File: src/hdl/ucs_pkg.sv
// ucs_pkg: types and constants shared by the uct child selector
// no dependencies; imported by ucs_front, ucs_back and uct_child_selector
package ucs_pkg;

   localparam int COUNT_BITS   = 20;
   localparam int FRAC_BITS    = 16;
   localparam int SCORE_BITS   = FRAC_BITS + 4;
   localparam int POS_BITS     = 8;
   localparam int DIST_BITS    = POS_BITS + 1;
   localparam int INDEX_BITS   = 8;
   localparam int MANT_BITS    = 30;
   localparam int MSB_BITS     = 5;
   localparam int LOG_BITS     = MSB_BITS + FRAC_BITS;
   localparam int LN_BITS      = LOG_BITS;
   localparam int DIV_BITS     = LN_BITS + 1 + FRAC_BITS;
   localparam int SQRT_STEPS   = DIV_BITS / 2;
   localparam int STEP_BITS    = 6;
   localparam int ADDR_BITS    = 4;
   localparam int DATA_BITS    = 32;

   localparam logic [31:0]           LN2_Q32   = 32'd2977044472;
   localparam logic [SCORE_BITS-1:0] SCORE_MAX = '1;

   localparam logic [1:0] REG_PARENT_VISITS = 2'd0;
   localparam logic [1:0] REG_PARENT_X      = 2'd1;
   localparam logic [1:0] REG_PARENT_Y      = 2'd2;

   typedef struct packed {
      logic [COUNT_BITS-1:0] child_wins;
      logic [COUNT_BITS-1:0] child_visits;
      logic [POS_BITS-1:0]   child_x;
      logic [POS_BITS-1:0]   child_y;
      logic                  last_child;
   } req_type;

   typedef struct packed {
      logic [INDEX_BITS-1:0] best_index;
      logic [SCORE_BITS-1:0] best_score;
      logic [DIST_BITS-1:0]  best_distance;
   } rsp_type;

   typedef struct packed {
      logic [COUNT_BITS-1:0] wins;
      logic [COUNT_BITS-1:0] visits;
      logic                  unvisited;
      logic [DIST_BITS-1:0]  distance;
      logic                  last;
   } job_type;

   typedef enum logic [2:0] {
      ST_IDLE,
      ST_LOG,
      ST_LN,
      ST_DIV,
      ST_SQRT,
      ST_SUM,
      ST_PICK
   } back_state_type;

endpackage

File: src/hdl/ucs_front.sv
// ucs_front: accepts child words, works out distance and the unvisited flag
// and holds them in a two-entry queue; uses ucs_pkg
module ucs_front
   import ucs_pkg::*;
(
   input  logic                clock,
   input  logic                reset,
   input  logic                req_valid,
   output logic                req_stall,
   input  req_type             req_data,
   input  logic [POS_BITS-1:0] parent_x,
   input  logic [POS_BITS-1:0] parent_y,
   output logic                job_valid,
   output job_type             job,
   input  logic                job_pop
);

   job_type     entry_ff [2];
   logic        wr_ptr_ff, wr_ptr_in;
   logic        rd_ptr_ff, rd_ptr_in;
   logic [1:0]  count_ff, count_in;
   logic        push;
   job_type     classified;
   logic [POS_BITS-1:0] dx, dy;

   always_comb begin
      dx = (req_data.child_x > parent_x) ? req_data.child_x - parent_x
                                         : parent_x - req_data.child_x;
      dy = (req_data.child_y > parent_y) ? req_data.child_y - parent_y
                                         : parent_y - req_data.child_y;
      classified.wins      = req_data.child_wins;
      classified.visits    = req_data.child_visits;
      classified.unvisited = (req_data.child_visits == '0);
      classified.distance  = {1'b0, dx} + {1'b0, dy};
      classified.last      = req_data.last_child;
   end

   assign req_stall = (count_ff == 2'd2);
   assign push      = req_valid && !req_stall;
   assign job_valid = (count_ff != 2'd0);
   assign job       = entry_ff[rd_ptr_ff];

   always_comb begin
      wr_ptr_in = push ? !wr_ptr_ff : wr_ptr_ff;
      rd_ptr_in = job_pop ? !rd_ptr_ff : rd_ptr_ff;
      count_in  = count_ff + {1'b0, push} - {1'b0, job_pop};
   end

   always_ff @(posedge clock) begin
      if (reset) begin
         wr_ptr_ff <= 1'b0;
         rd_ptr_ff <= 1'b0;
         count_ff  <= 2'd0;
      end else begin
         wr_ptr_ff <= wr_ptr_in;
         rd_ptr_ff <= rd_ptr_in;
         count_ff  <= count_in;
      end
   end

   always_ff @(posedge clock) begin
      if (push) begin
         entry_ff[wr_ptr_ff] <= classified;
      end
   end

   a_count_bound: assert property (@(posedge clock) disable iff (reset)
      count_ff != 2'd3)
      else $error("queue count out of range");

   a_no_underflow: assert property (@(posedge clock) disable iff (reset)
      job_pop |-> count_ff != 2'd0)
      else $error("pop from empty queue");

   a_push_lands: assert property (@(posedge clock) disable iff (reset)
      (push && !job_pop) |=> count_ff == $past(count_ff) + 2'd1)
      else $error("accepted word not queued");

endmodule

File: src/hdl/ucs_back.sv
// ucs_back: iterative uct score (log2, ln, dividers, root), running best
// and result register; uses ucs_pkg
module ucs_back
   import ucs_pkg::*;
#(
   parameter int MAX_CHILDREN = 256,
   parameter int CNT_BITS     = 8
) (
   input  logic                  clock,
   input  logic                  reset,
   input  logic                  job_valid,
   input  job_type               job,
   output logic                  job_pop,
   input  logic [COUNT_BITS-1:0] parent_visits,
   output logic                  rsp_valid,
   input  logic                  rsp_stall,
   output rsp_type               rsp_data
);

   back_state_type state_ff, state_in;
   job_type  job_ff, job_in;
   logic [STEP_BITS-1:0]  step_ff, step_in;
   logic [MSB_BITS-1:0]   msb_ff, msb_in;
   logic [MANT_BITS:0]    m_ff, m_in;
   logic [FRAC_BITS-1:0]  frac_ff, frac_in;
   logic [DIV_BITS-1:0]   dq_ff, dq_in, eq_ff, eq_in;
   logic [COUNT_BITS-1:0] dr_ff, dr_in, er_ff, er_in;
   logic [DIV_BITS-1:0]   sx_ff, sx_in, sres_ff, sres_in, sbit_ff, sbit_in;
   logic [SCORE_BITS-1:0] score_ff, score_in;
   logic                  have_best_ff, have_best_in;
   logic [SCORE_BITS-1:0] run_score_ff, run_score_in;
   logic [DIST_BITS-1:0]  run_dist_ff, run_dist_in;
   logic [CNT_BITS-1:0]   run_idx_ff, run_idx_in, cnt_ff, cnt_in;
   logic                  rsp_valid_ff, rsp_valid_in;
   rsp_type               rsp_data_ff, rsp_data_in;

   logic [COUNT_BITS-1:0]   p_eff;
   logic [MSB_BITS-1:0]     p_msb;
   logic [2*MANT_BITS+1:0]  sq;
   logic [MANT_BITS+1:0]    sq_top;
   logic [LOG_BITS+31:0]    ln_prod;
   logic [COUNT_BITS:0]     dr_try, er_try;
   logic                    dr_ge, er_ge;
   logic [DIV_BITS-1:0]     s_try;
   logic [DIV_BITS:0]       sum;
   logic                    better, take, can_finish;
   logic [CNT_BITS+INDEX_BITS-1:0] idx_ext;
   logic [CNT_BITS-1:0]     idx_pick;

   always_comb begin
      p_eff = (parent_visits == '0) ? COUNT_BITS'(1) : parent_visits;
      p_msb = '0;
      for (int i = 0; i < COUNT_BITS; i++) begin
         if (p_eff[i]) p_msb = MSB_BITS'(i);
      end
   end

   always_comb begin
      sq      = m_ff * m_ff;
      sq_top  = sq[2*MANT_BITS+1:MANT_BITS];
      ln_prod = {msb_ff, frac_ff} * LN2_Q32;
      dr_try  = {dr_ff, dq_ff[DIV_BITS-1]};
      er_try  = {er_ff, eq_ff[DIV_BITS-1]};
      dr_ge   = dr_try >= {1'b0, job_ff.visits};
      er_ge   = er_try >= {1'b0, job_ff.visits};
      s_try   = sres_ff + sbit_ff;
      sum     = {1'b0, eq_ff} + {{(DIV_BITS-SQRT_STEPS+1){1'b0}}, sres_ff[SQRT_STEPS-1:0]};
      better  = !have_best_ff || (score_ff > run_score_ff) ||
                ((score_ff == run_score_ff) && (job_ff.distance < run_dist_ff));
      can_finish = !job_ff.last || !rsp_valid_ff || !rsp_stall;
      take       = (state_ff == ST_PICK) && can_finish;
      idx_pick   = better ? cnt_ff : run_idx_ff;
      idx_ext    = {{INDEX_BITS{1'b0}}, idx_pick};
   end

   always_comb begin
      state_in     = state_ff;
      job_in       = job_ff;
      step_in      = step_ff;
      msb_in       = msb_ff;
      m_in         = m_ff;
      frac_in      = frac_ff;
      dq_in        = dq_ff;
      dr_in        = dr_ff;
      eq_in        = eq_ff;
      er_in        = er_ff;
      sx_in        = sx_ff;
      sres_in      = sres_ff;
      sbit_in      = sbit_ff;
      score_in     = score_ff;
      have_best_in = have_best_ff;
      run_score_in = run_score_ff;
      run_dist_in  = run_dist_ff;
      run_idx_in   = run_idx_ff;
      cnt_in       = cnt_ff;
      rsp_data_in  = rsp_data_ff;
      rsp_valid_in = rsp_valid_ff && rsp_stall;
      job_pop      = 1'b0;
      case (state_ff)
         ST_IDLE: begin
            if (job_valid) begin
               job_pop  = 1'b1;
               job_in   = job;
               msb_in   = p_msb;
               m_in     = (MANT_BITS+1)'({{(MANT_BITS+1-COUNT_BITS){1'b0}}, p_eff}
                          << (MSB_BITS'(MANT_BITS) - p_msb));
               frac_in  = '0;
               step_in  = '0;
               score_in = SCORE_MAX;
               state_in = job.unvisited ? ST_PICK : ST_LOG;
            end
         end
         ST_LOG: begin
            // square the mantissa, renormalise into [1,2)
            if (sq_top[MANT_BITS+1]) begin
               m_in    = sq_top[MANT_BITS+1:1];
               frac_in = {frac_ff[FRAC_BITS-2:0], 1'b1};
            end else begin
               m_in    = sq_top[MANT_BITS:0];
               frac_in = {frac_ff[FRAC_BITS-2:0], 1'b0};
            end
            step_in = step_ff + 1'b1;
            if (step_ff == STEP_BITS'(FRAC_BITS - 1)) state_in = ST_LN;
         end
         ST_LN: begin
            dq_in   = {ln_prod[LOG_BITS+31:32], 1'b0, {FRAC_BITS{1'b0}}};
            eq_in   = {{(DIV_BITS-COUNT_BITS-FRAC_BITS){1'b0}}, job_ff.wins,
                       {FRAC_BITS{1'b0}}};
            dr_in   = '0;
            er_in   = '0;
            step_in = '0;
            state_in = ST_DIV;
         end
         ST_DIV: begin
            // restoring division, one quotient bit of each divider per cycle
            dq_in = {dq_ff[DIV_BITS-2:0], dr_ge};
            eq_in = {eq_ff[DIV_BITS-2:0], er_ge};
            dr_in = dr_ge ? COUNT_BITS'(dr_try - {1'b0, job_ff.visits})
                          : dr_try[COUNT_BITS-1:0];
            er_in = er_ge ? COUNT_BITS'(er_try - {1'b0, job_ff.visits})
                          : er_try[COUNT_BITS-1:0];
            step_in = step_ff + 1'b1;
            if (step_ff == STEP_BITS'(DIV_BITS - 1)) begin
               sx_in    = dq_in;
               sres_in  = '0;
               sbit_in  = DIV_BITS'(1) << (2*SQRT_STEPS - 2);
               step_in  = '0;
               state_in = ST_SQRT;
            end
         end
         ST_SQRT: begin
            if (sx_ff >= s_try) begin
               sx_in   = sx_ff - s_try;
               sres_in = (sres_ff >> 1) + sbit_ff;
            end else begin
               sres_in = sres_ff >> 1;
            end
            sbit_in = sbit_ff >> 2;
            step_in = step_ff + 1'b1;
            if (step_ff == STEP_BITS'(SQRT_STEPS - 1)) state_in = ST_SUM;
         end
         ST_SUM: begin
            score_in = (sum > {{(DIV_BITS+1-SCORE_BITS){1'b0}}, SCORE_MAX}) ? SCORE_MAX
                                                         : sum[SCORE_BITS-1:0];
            state_in = ST_PICK;
         end
         ST_PICK: begin
            if (can_finish) begin
               if (better) begin
                  have_best_in = 1'b1;
                  run_score_in = score_ff;
                  run_dist_in  = job_ff.distance;
                  run_idx_in   = cnt_ff;
               end
               cnt_in = (cnt_ff == CNT_BITS'(MAX_CHILDREN - 1)) ? '0 : cnt_ff + 1'b1;
               if (job_ff.last) begin
                  rsp_valid_in              = 1'b1;
                  rsp_data_in.best_index    = idx_ext[INDEX_BITS-1:0];
                  rsp_data_in.best_score    = better ? score_ff : run_score_ff;
                  rsp_data_in.best_distance = better ? job_ff.distance : run_dist_ff;
                  have_best_in = 1'b0;
                  run_score_in = '0;
                  run_dist_in  = '0;
                  run_idx_in   = '0;
                  cnt_in       = '0;
               end
               state_in = ST_IDLE;
            end
         end
         default: state_in = ST_IDLE;
      endcase
   end

   always_ff @(posedge clock) begin
      if (reset) begin
         state_ff     <= ST_IDLE;
         have_best_ff <= 1'b0;
         run_score_ff <= '0;
         run_dist_ff  <= '0;
         run_idx_ff   <= '0;
         cnt_ff       <= '0;
         rsp_valid_ff <= 1'b0;
      end else begin
         state_ff     <= state_in;
         have_best_ff <= have_best_in;
         run_score_ff <= run_score_in;
         run_dist_ff  <= run_dist_in;
         run_idx_ff   <= run_idx_in;
         cnt_ff       <= cnt_in;
         rsp_valid_ff <= rsp_valid_in;
      end
   end

   always_ff @(posedge clock) begin
      job_ff      <= job_in;
      step_ff     <= step_in;
      msb_ff      <= msb_in;
      m_ff        <= m_in;
      frac_ff     <= frac_in;
      dq_ff       <= dq_in;
      dr_ff       <= dr_in;
      eq_ff       <= eq_in;
      er_ff       <= er_in;
      sx_ff       <= sx_in;
      sres_ff     <= sres_in;
      sbit_ff     <= sbit_in;
      score_ff    <= score_in;
      rsp_data_ff <= rsp_data_in;
   end

   assign rsp_valid = rsp_valid_ff;
   assign rsp_data  = rsp_data_ff;

   a_pick_waits: assert property (@(posedge clock) disable iff (reset)
      (state_ff == ST_PICK && !can_finish) |=> state_ff == ST_PICK)
      else $error("pick left while result register blocked");

   a_rsp_from_pick: assert property (@(posedge clock) disable iff (reset)
      $rose(rsp_valid_ff) |-> $past(state_ff) == ST_PICK && $past(job_ff.last))
      else $error("result raised outside a last pick");

   a_run_cleared: assert property (@(posedge clock) disable iff (reset)
      (take && job_ff.last) |=> !have_best_ff && cnt_ff == '0)
      else $error("run state not cleared after last child");

endmodule

File: src/hdl/uct_child_selector.sv
// uct_child_selector: top level, register port and the front/back split
// depends on ucs_pkg, ucs_front and ucs_back
//
// Usage: children stream in on req_valid/req_stall as req_data words
// (wins, visits, position, last flag). Each word is scored as UCT1 in
// unsigned Q4.16 and compared with the running best; the word flagged
// last_child produces one rsp_data word (index, score, distance) on
// rsp_valid/rsp_stall and the run restarts from index 0.
// A visited child passes through 16 log2 squarings on one multiplier, a
// ln multiply, the bit-serial dividers and the root, then sum and pick;
// an unvisited child goes straight to pick. The front queue holds two
// children, so the sender is stalled only once two wait behind the one in
// work. Registers parent_visits (0), parent_x (1), parent_y (2) sit at
// byte addresses 0, 4, 8 and are written while the block is idle; the
// user is bound to this, the block itself does not enforce it. Reset
// (synchronous) empties the queue, clears the run and sets parent_visits
// to 1. A stalled result holds its register and the back end waits at the
// pick of the next last child until it is taken.
module uct_child_selector
   import ucs_pkg::*;
#(
   parameter int MAX_CHILDREN = 256
) (
   input  logic                 clock,
   input  logic                 reset,
   input  logic                 req_valid,
   output logic                 req_stall,
   input  req_type              req_data,
   output logic                 rsp_valid,
   input  logic                 rsp_stall,
   output rsp_type              rsp_data,
   input  logic                 psel,
   input  logic                 penable,
   input  logic                 pwrite,
   input  logic [ADDR_BITS-1:0] paddr,
   input  logic [DATA_BITS-1:0] pwdata,
   output logic [DATA_BITS-1:0] prdata,
   output logic                 pready
);

   localparam int CNT_BITS = $clog2(MAX_CHILDREN);

   logic [COUNT_BITS-1:0] parent_visits_ff, parent_visits_in;
   logic [POS_BITS-1:0]   parent_x_ff, parent_x_in, parent_y_ff, parent_y_in;
   logic                  wr_en;
   logic                  job_valid, job_pop;
   job_type               job;

   assign pready = 1'b1;
   assign wr_en  = psel && penable && pwrite && pready;

   always_comb begin
      parent_visits_in = parent_visits_ff;
      parent_x_in      = parent_x_ff;
      parent_y_in      = parent_y_ff;
      if (wr_en) begin
         case (paddr[3:2])
            REG_PARENT_VISITS: parent_visits_in = pwdata[COUNT_BITS-1:0];
            REG_PARENT_X:      parent_x_in      = pwdata[POS_BITS-1:0];
            REG_PARENT_Y:      parent_y_in      = pwdata[POS_BITS-1:0];
            default: ;
         endcase
      end
   end

   always_comb begin
      case (paddr[3:2])
         REG_PARENT_VISITS: prdata = {{(DATA_BITS-COUNT_BITS){1'b0}}, parent_visits_ff};
         REG_PARENT_X:      prdata = {{(DATA_BITS-POS_BITS){1'b0}}, parent_x_ff};
         REG_PARENT_Y:      prdata = {{(DATA_BITS-POS_BITS){1'b0}}, parent_y_ff};
         default:           prdata = '0;
      endcase
   end

   always_ff @(posedge clock) begin
      if (reset) begin
         parent_visits_ff <= COUNT_BITS'(1);
         parent_x_ff      <= '0;
         parent_y_ff      <= '0;
      end else begin
         parent_visits_ff <= parent_visits_in;
         parent_x_ff      <= parent_x_in;
         parent_y_ff      <= parent_y_in;
      end
   end

   ucs_front u_front (
      .clock     (clock),
      .reset     (reset),
      .req_valid (req_valid),
      .req_stall (req_stall),
      .req_data  (req_data),
      .parent_x  (parent_x_ff),
      .parent_y  (parent_y_ff),
      .job_valid (job_valid),
      .job       (job),
      .job_pop   (job_pop)
   );

   ucs_back #(
      .MAX_CHILDREN (MAX_CHILDREN),
      .CNT_BITS     (CNT_BITS)
   ) u_back (
      .clock         (clock),
      .reset         (reset),
      .job_valid     (job_valid),
      .job           (job),
      .job_pop       (job_pop),
      .parent_visits (parent_visits_ff),
      .rsp_valid     (rsp_valid),
      .rsp_stall     (rsp_stall),
      .rsp_data      (rsp_data)
   );

endmodule
File: config.mk
export PLATFORM = sky130hd
export DESIGN_NAME = uct_child_selector
export DESIGN_NICKNAME = d
export VERILOG_FILES = /design/src/hdl/ucs_pkg.sv /design/src/hdl/ucs_front.sv /design/src/hdl/ucs_back.sv /design/src/hdl/uct_child_selector.sv
export SDC_FILE = /design/constraint.sdc
export NUM_CORES = 2
export LEC_CHECK = 0
export BUFFER_PORTS_ARGS = -buffer_cell sky130_fd_sc_hd__buf_4
export CAP_MARGIN = 20
export CORE_MARGIN = 3
export CORE_UTILIZATION = 50
export CTS_BUF_LIST = sky130_fd_sc_hd__clkbuf_2 sky130_fd_sc_hd__clkbuf_4 sky130_fd_sc_hd__clkbuf_8
export DETAILED_ROUTE_END_ITERATION = 6
export GPL_TIMING_DRIVEN = 0
export PLACE_DENSITY = 0.75
export SLEW_MARGIN = 15
export SYNTH_ARGS = -nofsm -noshare
export SYNTH_HDL_FRONTEND = slang
export SYNTH_HIERARCHICAL = 1
export SYNTH_SLANG_ARGS = --single-unit
File: constraint.sdc
create_clock -name clock -period 14.6 [get_ports clock]
set_input_delay 0.73 -clock clock [delete_from_list [all_inputs] [get_ports clock]]
set_output_delay 0.73 -clock clock [all_outputs]
set_load 0.01 [all_outputs]
==> results.cfg <==
[sta]
relSlewSlack = 0.185
setup_viol = 0
period_needed_ns = 10.26
final_hold_viol_count = 0
hold_slack_ns = 0.157
rsz0062_at_grt = no
finalMaxSlewViolations = 0
skew_ns = 0.0494
fmax_ghz = 0.0975
tightest_slew_ns = 1.22
setup_tns_ns = 0
post-route-period-util = 0.702

[clocking]
numCtsBuffers = 88
cts_resized = 0
postCtsSetupBuffers = 0
clock-sinks = 569
clockBufferDepth = 3
clockRootBuffer = clkbuf_8
tritoncts = yes
clk_pin_slew_ns = 0.07
cts.htree.levels = 3
ctsHoldBuffers = 0
clk_latency_ns = 0.78

[cells_and_area]
regArea_um2 = 16200
area_growth_pct = 8.34
multi_input_area_um2 = 47600
layout.nets = 9001
layout-drive-gt1-share = 0.0781
design_area_um2 = 75700
fill_cells = 12100

[routing]
postRouteWirelength_mm = 194
wl_per_cell_um = 21.2
drt_iter0_markers = 4777
num_vias = 52100
ant_nets = 0
via_per_inst = 5.69
remaining_drc_errors = 0
first_pass_iters = 7

[worst_setup_path]
critPathKind = flip-flop to flip-flop
crit_fanout = 10
crit_arrival_ns = 10.77
cp_data_required_time_ns = 15.11
rr_worst_depth = 24
r2r_start = u_back/m_ff[7]
startpoint_type = flip-flop
cp-end-kind = flip-flop
reg2reg_setup_slack_ns = 4.34
worstReg2RegEnd = u_back/m_ff[27]

[placed_design]
placed_area_um2 = 73800
finalWeightedCongestion = 1.02
portBuffers = 144
hpwl_mm = 158

[floorplan]
ios = 172
initial_core_util = 0.506
rows = 136
die_w_um = 380
coreArea_um2 = 138000
die_h_um = 380
die_area_um2 = 144000

[hold_path]
worstHoldEndpoint = u_front/entry_ff[0][31]
hp-class = input port to flip-flop
worstHoldStart = req_data[37]
holdPathStages = 1

[global_routing]
grt.overflow.total = 0
antenna_found_initial = 10
grt_pass1_wl_mm = 304
grt_max_degree = 52
grt_pass1_vias = 53800
grtUsageTotal = 0.269

[logic_synthesis]
ys.flop_type = edfxtp_1
seq_area_frac_synth = 0.231
synth_edf_count = 478
ys_async_sr_fraction = 0
synthDistinctLibCells = 104
yosysWarnings = 6
ys_ff_latch = 569
synth_area_um2 = 69900
syn_inst = 6950
syn_area_per_cell_um2 = 10.1

[outcome]
status = completed

[flow_run]
max-cap-violations = 0
through the flow:
stage / utilization / cells / setup slack [ns]
after CTS: 0.548 / 9156 / 4.69
after detailed placement: 0.534 / 8993 / 4.68
after floorplan: - / 6961 / 3.28
after global placement: 0.531 / 8968 / -3.45
final: 0.548 / 9165 / 4.34
after global routing: 0.548 / 9164 / 4.14
layout make-up:
type,count,area share
inverters,1382,0.0685
diodes,8,0.000264
well taps,1863,0.0308
clock buffers,132,0.0207
plain buffers,236,0.0140
multi-input cells,4774,0.629
repair buffers,170,0.0194
flip-flops and latches,569,0.214
clock inverters,31,0.00433
worst max path at each step:
stage | slack [ns] | endpoint | start
global placement | -3.45 | u_back/sbit_ff[34] | u_back/state_ff[2]
floorplan | 3.28 | u_back/sbit_ff[0] | u_back/state_ff[2]
finish | 4.34 | u_back/m_ff[27] | u_back/m_ff[7]
global route | 4.14 | u_back/m_ff[28] | u_back/m_ff[12]
detailed placement | 4.68 | u_back/m_ff[27] | u_back/m_ff[16]
CTS | 4.69 | u_back/m_ff[27] | u_back/m_ff[16]
flip-flops by register name (all words and copies together), names as in the netlist, 9 cells and up, named ones only:
name	flops
u_back/sres_ff	38
u_back/frac_ff	16
u_back/score_ff	20
u_back/rsp_data	37
u_back/job_ff	50
u_back/run_score_ff	20
u_back/sbit_ff	19
u_back/eq_ff	38
u_back/er_ff	20
parent_visits_ff	20
u_back/m_ff	31
u_front/entry_ff	102
u_back/run_dist_ff	9
u_back/sx_ff	38
u_back/dr_ff	20
u_back/dq_ff	38
worst max-delay path, stage by stage, from the launching register on:
cell       delay, ns
edfxtp_1        0.52
clkbuf_1        0.75
clkbuf_1        0.80
nand2_1         0.24
inv_1           0.14
fa_1            0.46
fa_1            0.58
inv_1           0.07
fa_1            0.52
fa_1            0.41
inv_1           0.08
fa_1            0.43
fa_1            0.57
fa_1            0.44
fa_1            0.45
ha_1            0.35
a21oi_1         0.42
o21ai_0         0.23
a2111oi_0       0.80
a21oi_1         0.43
o211a_1         0.33
o21ai_0         0.27
nand2b_1        0.14
or3_1           0.33
a41o_1          0.25
synth_stat cells (43+ instances only):
master	instances	area share
mux2_2	98	0.016
nand2b_1	80	0.0072
nor2_1	322	0.017
edfxtp_1	478	0.21
nand2_1	550	0.030
and3_1	43	0.0038
o21ai_0	195	0.014
mux2i_1	109	0.016
a211oi_1	64	0.0069
inv_1	1378	0.074
a31oi_1	66	0.0059
and2_1	259	0.023
nor3_1	55	0.0039
a21o_1	105	0.011
nand4_1	48	0.0043
dfxtp_1	91	0.026
xor2_1	100	0.013
nand3_1	96	0.0069
clkbuf_1	170	0.0091
ha_1	714	0.13
xnor2_1	119	0.015
fa_1	966	0.28
a21oi_1	239	0.017
kinds of logic after synthesis:
logic type / after synthesis / share of synthesized area
AO/OA/AOI/OAI: 1010 / 0.0972
XOR/XNOR: 220 / 0.0277
adder cells (fa/ha/maj): 1680 / 0.404
buffers and inverters: 1618 / 0.0894
flip-flops: 569 / 0.231
multiplexers: 221 / 0.0358
other: 2 / 0.000107
AND/OR/NAND/NOR: 1630 / 0.114
cell usage in the layout (no fill, tap or decap), drive strengths merged, types with 28 or more instances in the layout:
cell	count
o211ai	28
o21a	30
xnor2	119
mux2	99
a22o	40
dfxtp	91
mux2i	109
or3	29
o21ai	200
inv	1383
buf	233
a21oi	243
fa	966
nand2b	80
nor2b	42
clkbuf	305
xor2	101
nand2	551
nand4	49
nand3	96
a21o	105
a211oi	67
edfxtp	478
and2	260
and3	43
o21bai	32
a31oi	67
ha	714
nor3	59
nor2	323
layer usage:
| layer | routed length [um] | track usage |
|---|---|---|
| met1 | 77400 | 0.353 |
| met4 | 10700 | 0.125 |
| met3 | 16800 | 0.0517 |
| met2 | 89400 | 0.432 |
| met5 | 91 | 0 |
Power is left out: the tool's default activity adds up to more than one toggle a clock period on the data nets, which glitch-free logic cannot reach.
